`config.mk`:
```
export PLATFORM = sky130hd
export DESIGN_NAME = obfuscated_key_decode_check
export DESIGN_NICKNAME = d
export VERILOG_FILES = /design/src/design/okdc_pkg.sv /design/src/design/okdc_decode.sv /design/src/design/okdc_judge.sv /design/src/design/obfuscated_key_decode_check.sv
export SDC_FILE = /design/constraint.sdc
export NUM_CORES = 1
export LEC_CHECK = 0
export BUFFER_PORTS_ARGS = -buffer_cell sky130_fd_sc_hd__buf_2
export CAP_MARGIN = 20
export CORE_MARGIN = 1
export CORE_UTILIZATION = 60
export DETAILED_ROUTE_END_ITERATION = 12
export PLACE_DENSITY = 0.75
export SETUP_SLACK_MARGIN = 0.5
export SYNTH_ARGS = -nofsm -noshare
export SYNTH_HDL_FRONTEND = slang
export SYNTH_HIERARCHICAL = 1
export SYNTH_SLANG_ARGS = --single-unit
```
`constraint.sdc`:
```
create_clock -name clk_i -period 12 [get_ports clk_i]
set_input_delay 0.6 -clock clk_i [delete_from_list [all_inputs] [get_ports clk_i]]
set_output_delay 0.6 -clock clk_i [all_outputs]
set_load 0.01 [all_outputs]
```
`src/design/okdc_pkg.sv`:
```
// shared types, constants and keystream function for the key decode checker
package okdc_pkg;

  localparam int unsigned KeyBytes = 11;
  localparam int unsigned SumBytes = 9;
  localparam int unsigned CountW   = 4;

  localparam logic [15:0] SumInit      = 16'h5555;
  localparam logic [7:0]  HeaderByte   = 8'h24;
  localparam logic [7:0]  NibbleFirst  = 8'h41;
  localparam logic [7:0]  NibbleLast   = 8'h50;
  localparam logic [31:0] ProductReset = 32'd0;
  localparam logic [15:0] YearReset    = 16'd2021;
  localparam logic [3:0]  MonthReset   = 4'd1;

  typedef enum logic [1:0] {
    REG_PRODUCT = 2'd0,
    REG_YEAR    = 2'd1,
    REG_MONTH   = 2'd2
  } cfg_reg_e;

  typedef enum logic [1:0] {
    VERDICT_INVALID = 2'd0,
    VERDICT_EXPIRED = 2'd1,
    VERDICT_VALID   = 2'd2
  } verdict_e;

  // decoded key bytes and checksum as they stand after the current character
  typedef struct packed {
    logic [KeyBytes-1:0][7:0] bytes;
    logic [15:0]              sum;
  } key_t;

  // keystream byte for key position n
  function automatic logic [7:0] stream_byte(input logic [CountW-1:0] n);
    logic [15:0] k;
    k = ({12'd0, n} ^ (16'h0055 << n[2:0])) + ({12'd0, n} * 16'd13);
    return k[15:8] ^ k[7:0];
  endfunction

endpackage

```
`src/design/okdc_decode.sv`:
```
// character decode: nibble merge, keystream xor, byte store and checksum
module okdc_decode (
  input  logic              clk_i,
  input  logic              rst_ni,
  input  logic              step_i,
  input  logic [7:0]        char_i,
  input  logic              last_i,
  output okdc_pkg::key_t    key_o
);
  import okdc_pkg::*;

  logic [KeyBytes-1:0][7:0] bytes_q, bytes_d;
  logic [CountW-1:0]        cnt_q, cnt_d;
  logic                     pend_q, pend_d;
  logic [3:0]               high_q, high_d;
  logic [15:0]              sum_q, sum_d;
  logic                     is_nib;
  logic [7:0]               nib_full;
  logic [7:0]               b;
  logic [15:0]              b_w;

  assign nib_full = char_i - NibbleFirst;
  assign is_nib   = (char_i >= NibbleFirst) && (char_i <= NibbleLast)
                    && (cnt_q < CountW'(KeyBytes));
  assign b        = {high_q, nib_full[3:0]} ^ stream_byte(cnt_q);
  assign b_w      = {8'd0, b};

  always_comb begin
    bytes_d = bytes_q;
    cnt_d   = cnt_q;
    pend_d  = pend_q;
    high_d  = high_q;
    sum_d   = sum_q;
    if (is_nib) begin
      if (!pend_q) begin
        high_d = nib_full[3:0];
        pend_d = 1'b1;
      end else begin
        pend_d         = 1'b0;
        bytes_d[cnt_q] = b;
        if (cnt_q < CountW'(SumBytes)) begin
          sum_d = ((sum_q ^ b_w) + b_w) ^ (b_w << cnt_q);
        end
        cnt_d = cnt_q + 1'b1;
      end
    end
  end

  assign key_o.bytes = bytes_d;
  assign key_o.sum   = sum_d;

  always_ff @(posedge clk_i or negedge rst_ni) begin
    if (!rst_ni) begin
      bytes_q <= '0;
      cnt_q   <= '0;
      pend_q  <= 1'b0;
      high_q  <= '0;
      sum_q   <= SumInit;
    end else if (step_i) begin
      if (last_i) begin
        bytes_q <= '0;
        cnt_q   <= '0;
        pend_q  <= 1'b0;
        high_q  <= '0;
        sum_q   <= SumInit;
      end else begin
        bytes_q <= bytes_d;
        cnt_q   <= cnt_d;
        pend_q  <= pend_d;
        high_q  <= high_d;
        sum_q   <= sum_d;
      end
    end
  end

endmodule

```
`src/design/okdc_judge.sv`:
```
// verdict logic over the decoded key fields
module okdc_judge (
  input  okdc_pkg::key_t     key_i,
  input  logic [31:0]        product_i,
  input  logic [15:0]        year_i,
  input  logic [3:0]         month_i,
  output okdc_pkg::verdict_e verdict_o
);
  import okdc_pkg::*;

  logic [15:0] month;
  logic [15:0] year;
  logic [31:0] prod;
  logic [15:0] check;

  assign month = {key_i.bytes[2], key_i.bytes[1]};
  assign year  = {key_i.bytes[4], key_i.bytes[3]};
  assign prod  = {key_i.bytes[8], key_i.bytes[7], key_i.bytes[6], key_i.bytes[5]};
  assign check = {key_i.bytes[10], key_i.bytes[9]};

  always_comb begin
    priority if (key_i.bytes[0] != HeaderByte) begin
      verdict_o = VERDICT_INVALID;
    end else if (check != key_i.sum) begin
      verdict_o = VERDICT_INVALID;
    end else if (prod != product_i) begin
      verdict_o = VERDICT_INVALID;
    end else if (year < year_i) begin
      verdict_o = VERDICT_EXPIRED;
    end else if ((year == year_i) && (month < {12'd0, month_i})) begin
      verdict_o = VERDICT_EXPIRED;
    end else begin
      verdict_o = VERDICT_VALID;
    end
  end

endmodule

```
`src/design/obfuscated_key_decode_check.sv`:
```
// top level: input register, decode and verdict, result register, config registers
// latency: a character transfer is registered in the input register, then decoded from there as it steps on;
//   on the final character that step loads the verdict into the result register
// throughput: one character per cycle unless a final character waits on a full result register
// s_axis_tready stays high while a verdict waits, unless the held character is itself final
// reset: asynchronous active low; clears the key state, checksum seed 0x5555,
//   config to product 0, year 2021, month 1
module obfuscated_key_decode_check (
  input  logic        clk_i,
  input  logic        rst_ni,
  // input character stream
  input  logic        s_axis_tvalid,
  output logic        s_axis_tready,
  input  logic [7:0]  s_axis_tdata,   // [7:0] char_code
  input  logic        s_axis_tlast,   // last_char
  // verdict stream
  output logic        m_axis_tvalid,
  input  logic        m_axis_tready,
  output logic [7:0]  m_axis_tdata,   // [1:0] verdict, [7:2] zero
  // configuration writes
  input  logic        cfg_we_i,
  input  logic [1:0]  cfg_addr_i,
  input  logic [31:0] cfg_wdata_i
);
  import okdc_pkg::*;

  // configuration registers
  logic [31:0] product_q;
  logic [15:0] year_q;
  logic [3:0]  month_q;

  // input register
  logic        in_valid_q;
  logic [7:0]  char_q;
  logic        last_q;

  // result register
  logic        out_valid_q;
  verdict_e    verdict_q;

  logic        step;
  logic        s_fire;
  key_t        key;
  verdict_e    verdict;

  // the held character can move on unless it is final and the result slot stays full
  assign step          = in_valid_q && (!last_q || !out_valid_q || m_axis_tready);
  assign s_axis_tready = !in_valid_q || step;
  assign s_fire        = s_axis_tvalid && s_axis_tready;

  always_ff @(posedge clk_i or negedge rst_ni) begin
    if (!rst_ni) begin
      product_q <= ProductReset;
      year_q    <= YearReset;
      month_q   <= MonthReset;
    end else if (cfg_we_i) begin
      unique case (cfg_addr_i)
        REG_PRODUCT: product_q <= cfg_wdata_i;
        REG_YEAR:    year_q    <= cfg_wdata_i[15:0];
        REG_MONTH:   month_q   <= cfg_wdata_i[3:0];
        default: ;
      endcase
    end
  end

  always_ff @(posedge clk_i or negedge rst_ni) begin
    if (!rst_ni) begin
      in_valid_q <= 1'b0;
    end else if (s_fire) begin
      in_valid_q <= 1'b1;
    end else if (step) begin
      in_valid_q <= 1'b0;
    end
  end

  // payload of the input register
  always_ff @(posedge clk_i) begin
    if (s_fire) begin
      char_q <= s_axis_tdata;
      last_q <= s_axis_tlast;
    end
  end

  okdc_decode u_decode (
    .clk_i  (clk_i),
    .rst_ni (rst_ni),
    .step_i (step),
    .char_i (char_q),
    .last_i (last_q),
    .key_o  (key)
  );

  okdc_judge u_judge (
    .key_i     (key),
    .product_i (product_q),
    .year_i    (year_q),
    .month_i   (month_q),
    .verdict_o (verdict)
  );

  // result register: loaded by a final character, emptied by the downstream transfer
  always_ff @(posedge clk_i or negedge rst_ni) begin
    if (!rst_ni) begin
      out_valid_q <= 1'b0;
      verdict_q   <= VERDICT_INVALID;
    end else if (step && last_q) begin
      out_valid_q <= 1'b1;
      verdict_q   <= verdict;
    end else if (m_axis_tready) begin
      out_valid_q <= 1'b0;
    end
  end

  assign m_axis_tvalid = out_valid_q;
  assign m_axis_tdata  = {6'd0, verdict_q};

  // a final character that gets processed always yields a result next cycle
  assert property (@(posedge clk_i) disable iff (!rst_ni)
    (step && last_q) |=> m_axis_tvalid)
    else $error("final character produced no verdict");

  // an empty input register always takes a new character
  assert property (@(posedge clk_i) disable iff (!rst_ni)
    !in_valid_q |-> s_axis_tready)
    else $error("input stalled while empty");

  // a held final character must wait while the pending verdict is not taken
  assert property (@(posedge clk_i) disable iff (!rst_ni)
    (in_valid_q && last_q && m_axis_tvalid && !m_axis_tready) |-> (!step && !s_axis_tready))
    else $error("verdict overwritten before transfer");

  // a verdict never carries the unused code
  assert property (@(posedge clk_i) disable iff (!rst_ni)
    m_axis_tvalid |-> (m_axis_tdata[1:0] != 2'd3))
    else $error("verdict code out of range");

endmodule

```
* After elaboration in Yosys (flattened, before gate mapping)
Index checks and enable logic that the tools add are counted.
Widths: inputs -> output; s select.
** Storage, ports and cells
- Flip-flop bits (word level) :: 178
- Output and inout port bits :: 10
- Word-level logic and storage cells :: 102
** Operators by class
- Add/subtract/negate cells :: 4
- $mul :: 1
- $lt $le $gt $ge :: 8
- Equality and inequality tests :: 7
- Shift operators :: 2
- Mux-type cells :: 28
- Bitwise logic cells :: 5
- Reduce and logical (&&, ||, !) cells :: 24
** Operators with widths (count)
- $mux 88 :: 3
- $bwmux 88 :: 1
- $mux 16 :: 4
- $add 16x8->16 :: 2
- $demux 8 s4 :: 1
- $ne 32x32->1 :: 1
- $mux 4 :: 6
- $eq 16x16->1 :: 1
- $lt 16x16->1 :: 1
- $lt 16x4->1 :: 1
- $ne 16x16->1 :: 1
- $shl 7x3->16 const A :: 1
- $shl 8x4->16 :: 1
- $xor 16x16->16 :: 1
- $xor 16x8->16 :: 1
- $xor 4x16->16 :: 1
- $xor 8x8->8 :: 2
- $mux 2 :: 5
- $ge 8x7->1 const B :: 1
- $le 8x7->1 const B :: 1
- $lt 4x4->1 const B :: 2
- $mul 4x4->8 const B :: 1
- $mux 8 :: 1
- $ne 8x6->1 const B :: 1
- other kinds (15) :: 38

* Depth between registers and ports, before layout
- Depth after elaboration :: 15
- Gate-level depth with buffers :: 29
- Mapped depth without buffers :: 27

* Modules after synthesis
The synthesis kept the hierarchy.
** By module, submodules not included
- okdc_decode :: instances 1, cells each 891, area an instance 7790.0 um^2, seq. area each 2837.7 um^2
- obfuscated_key_decode_check :: instances 1, cells each 141, area an instance 2472.4 um^2, seq. area each 1682.9 um^2
- okdc_judge :: instances 1, cells each 139, area an instance 1066.0 um^2, seq. area each 0.0 um^2

* Worst setup path before layout
No wires, ideal clock.
- Kind :: reg2reg
- Start point :: register u_decode.cnt_q[2]
- End point :: register verdict_q[1]
- Library setup time :: 0.064 ns
- Data arrival time :: 6.244 ns
- Data required time :: 11.936 ns
- Slack :: 5.692 ns
- Cell stages (with the launch flop) :: 29
- Clock period less this slack :: 6.308 ns
- Path through :: dfrtp_1 -> buf_2 -> inv_1 -> clkbuf_1 -> ha_1 -> ha_1 -> inv_1 -> fa_1 -> inv_1 -> ha_1 -> o211ai_1 -> o211ai_1 -> nand2_1 -> xor2_2 -> inv_1 -> ha_1 -> nand3b_1 -> o311ai_1 -> or4_4 -> a311oi_2 -> xnor2_1 -> nand2_1 -> xnor2_1 -> xor2_1 -> nor4_1 -> nand4_1 -> or4_1 -> and3b_1 -> mux2_2
** RTL lines
- from (decl) :: RTL line okdc_decode.sv:13 : logic [CountW-1:0] cnt_q, cnt_d;
- from (signal assigned) :: RTL line okdc_decode.sv:68 : cnt_q <= cnt_d;
- to (signal assigned) :: RTL line obfuscated_key_decode_check.sv:108 : verdict_q <= verdict;
- to (decl) :: RTL line obfuscated_key_decode_check.sv:39 : verdict_e verdict_q;

==> flow_summary.yaml <==
cells_and_area:
  area_delta_synth_final_pct: 8.57
  n_antenna_cell: 0
  fin_nets: 1301
  stdcell_area_sq_um: 12300
  drive_gt1_share_pct: 16.1
  final_util_pct: 67.5
grt:
  grt-ovfl-total: 0
  grt_max_degree: 90
  grt_first_pass_wirelength_microns: 48600
  antenna_found_initial: 0
  grt_pass1_vias: 8891
  grt_usage_pct: 32.4
floorplan:
  die_h_microns: 139
  fp.dieArea_sq_um: 19400
  io_pins: 58
  num_rows: 49
  coreArea_sq_um: 18200
  die_w_microns: 139
  start_util_pct: 62.2
timing:
  clock.fmax_mhz: 123
  rsz0062_at_grt: "no"
  worst_pin_slew_ns: 0.928
  fin_ws_ns: 3.90
  setup-violations-final: 0
  fin_setup_tns_ns: 0
  fin_crit_sh_pct: 67.5
  slew_headroom_pct: 38.1
  period_needed_ns: 8.10
  finalHoldViolCount: 0
  drv_slew: 0
  finClkSkew_ns: 0.0131
synth:
  syn_area_per_cell_sq_um: 9.67
  yosys_register_bits: 178
  syn_area_sq_um: 11300
  netlist-cell-type-count: 85
  synthFlopType: "dfrtp_1"
  yosysWarnings: 6
  synth_edf_count: 9
  synth_area_leaders: "dfrtp_1 (34%), a22o_1 (7.0%), ha_1 (6.5%)"
  synth_top_area_share_pct: 33.6
  synth.most_common_cell: "dfrtp_1"
  async_flop_share_pct: 94.9
  synth_common_cells: "dfrtp_1 (152), nand2_1 (143), o21ai_0 (115), a22o_1 (90), inv_1 (63)"
  post-synth-top-area-cell: "dfrtp_1"
  syn_inst: 1171
  ys_seq_area_share_pct: 39.9
detailed_routing:
  drt_iter0_drc: 799
  drc: 0
  first_pass_iters: 5
  drt_wl_total_microns: 29800
  wl_per_cell_microns: 20.8
  ant_nets: 0
  post_drt_via_cell_ratio: 6.37
  vias: 9110
cts:
  cts_made_buffers: 17
  insertion_delay_ns: 0.43
  root_buffer: "clkbuf_16"
  cts_setup_buffers: 0
  cts_buffer_depth: 2
  cts_resized: 0
  clk_pin_slew_ns: 0.07
  htree_levels: 4
  ctsHoldBuffers: 0
  cts_tree: "built"
  clkSinkCount: 178
placed_design:
  dpl_cell_area_sq_um: 11700
  place.gp.congestion: 0.966
  place_ws_ns: 4.04
  dp_hpwl_microns: 20700
  port_buffers: 51
run_status:
  status: "finished, final reports clean"
min_path:
  hp-class: "in2async"
pwr:
  ir_drop_uv: 112
  powerDensity_nw_per_um2: 129
  leakage_nw: 5.57
setup_path:
  crit_path_end_kind: "flip-flop"
  worstPathMaxFanout: 27
  reg2regPathDepth: 26
  critPathLaunchType: "flip-flop"
  arrival_ns: 8.47
  path_class: "reg2reg"
  required_ns: 12.37
run:
  max_cap_violations: 0
==> sequential cells by signal, indices dropped and copies added (netlist names), 2 cells and up <==
register	flops
u_decode/sum_q	16
month_q	4
verdict_q	2
year_q	16
u_decode/high_q	4
u_decode/cnt_q	4
product_q	32
char_q	8
u_decode/bytes_q	88
==> stage by stage <==
step	cells	hold slack, ns	total power [mW]
2_1_floorplan	1176	0.304	0.914
3_3_place_gp	1398	0.487	1.02
3_5_place_dp	1398	0.491	1.03
4_1_cts	1430	0.256	1.59
5_1_grt	1431	0.288	1.65
6_report	1431	0.223	1.59
==> placed cells by master (no fill, tap or decap), types with 4 or more instances in the layout <==
master	count
nand2b_1	9
xor2_1	62
o211ai_1	9
o21ai_0	115
and3_1	5
fa_1	5
nor2b_1	5
o22ai_1	4
mux2_2	53
or3_1	4
buf_2	50
a21o_1	8
a22o_1	90
a32o_1	4
nand3_1	25
nand4_1	9
o21a_1	5
xnor2_1	48
edfxtp_1	9
nand2_1	143
conb_1	6
inv_6	5
nor4_1	15
dfrtp_1	152
dfstp_2	17
nor4b_1	6
buf_4	13
nor3_1	7
a31oi_1	4
a32oi_1	4
a21oi_1	31
clkbuf_16	17
inv_1	62
o221ai_1	5
ha_1	59
a22oi_1	9
nor2_1	40
==> power by group <==
part	switching (mW)	internal, mW
Combinational	0.194	0.128
Clock	0.249	0.318
Sequential	0.0429	0.658
Total	0.486	1.10
==> path summary, 6_finish.rpt <==
path | from | to | slack (ns)
min in group clk_i | s_axis_tdata[7] | char_q[7] | 0.34
min | rst_ni | u_decode/sum_q[11] | 0.22
min reg2reg | u_decode/sum_q[0] | u_decode/sum_q[0] | 0.51
max | u_decode/cnt_q[2] | verdict_q[1] | 3.90
max reg2reg | u_decode/cnt_q[2] | verdict_q[1] | 3.90
max in group asynchronous | rst_ni | u_decode/sum_q[4] | 10.58
==> metal layers <==
layer  track usage [%]  share of wire, %  vias to the layer above
li1                  -                 -                     4216
met1              45.9                44                     4429
met2              49.5                46                      406
met3              6.09               7.5                       59
met4              11.9               2.5                        0
met5                 0                 0                        -
==> worst max-delay path: stages (launching register included) <==
cell and delay (ns):
dfrtp_1 0.91, inv_1 0.46, ha_1 0.42, ha_1 0.27, inv_1 0.05, fa_1 0.53, inv_1 0.04, ha_1 0.37
o211ai_1 0.15, o211ai_1 0.28, nand2_1 0.17, xor2_2 0.67, inv_1 0.27, ha_1 0.25, nand3b_1 0.21, o311ai_1 0.22
or4_4 0.27, a31oi_1 0.10, xor2_1 0.25, nor2_1 0.10, xnor2_1 0.38, xor2_1 0.12, nor4_1 0.36, nand4_1 0.12
or4_1 0.63, and3b_1 0.25, mux2_2 0.14
==> cell type report <==
cell class	count	area (sq um)
inverters	66	248
multi-input cells	861	6270
fillers	1406	5910
clock inverters	12	144
repair buffers	65	387
clock buffers	20	447
flip-flops and latches	178	4520
well taps	229	287
==> cells by family after synthesis <==
family | count (synthesis) | synth area share, %
DFF | 178 | 39.9
adders and majority gates | 64 | 7.40
other | 1 | 0.0331
AOI/OAI and AO/OA | 328 | 20.3
xor gates and xnor gates | 113 | 8.87
muxes | 60 | 6.16
and+or+nand+nor | 290 | 12.3
buffers and inverters | 137 | 5.07
(Power assumes the default switching activity.)
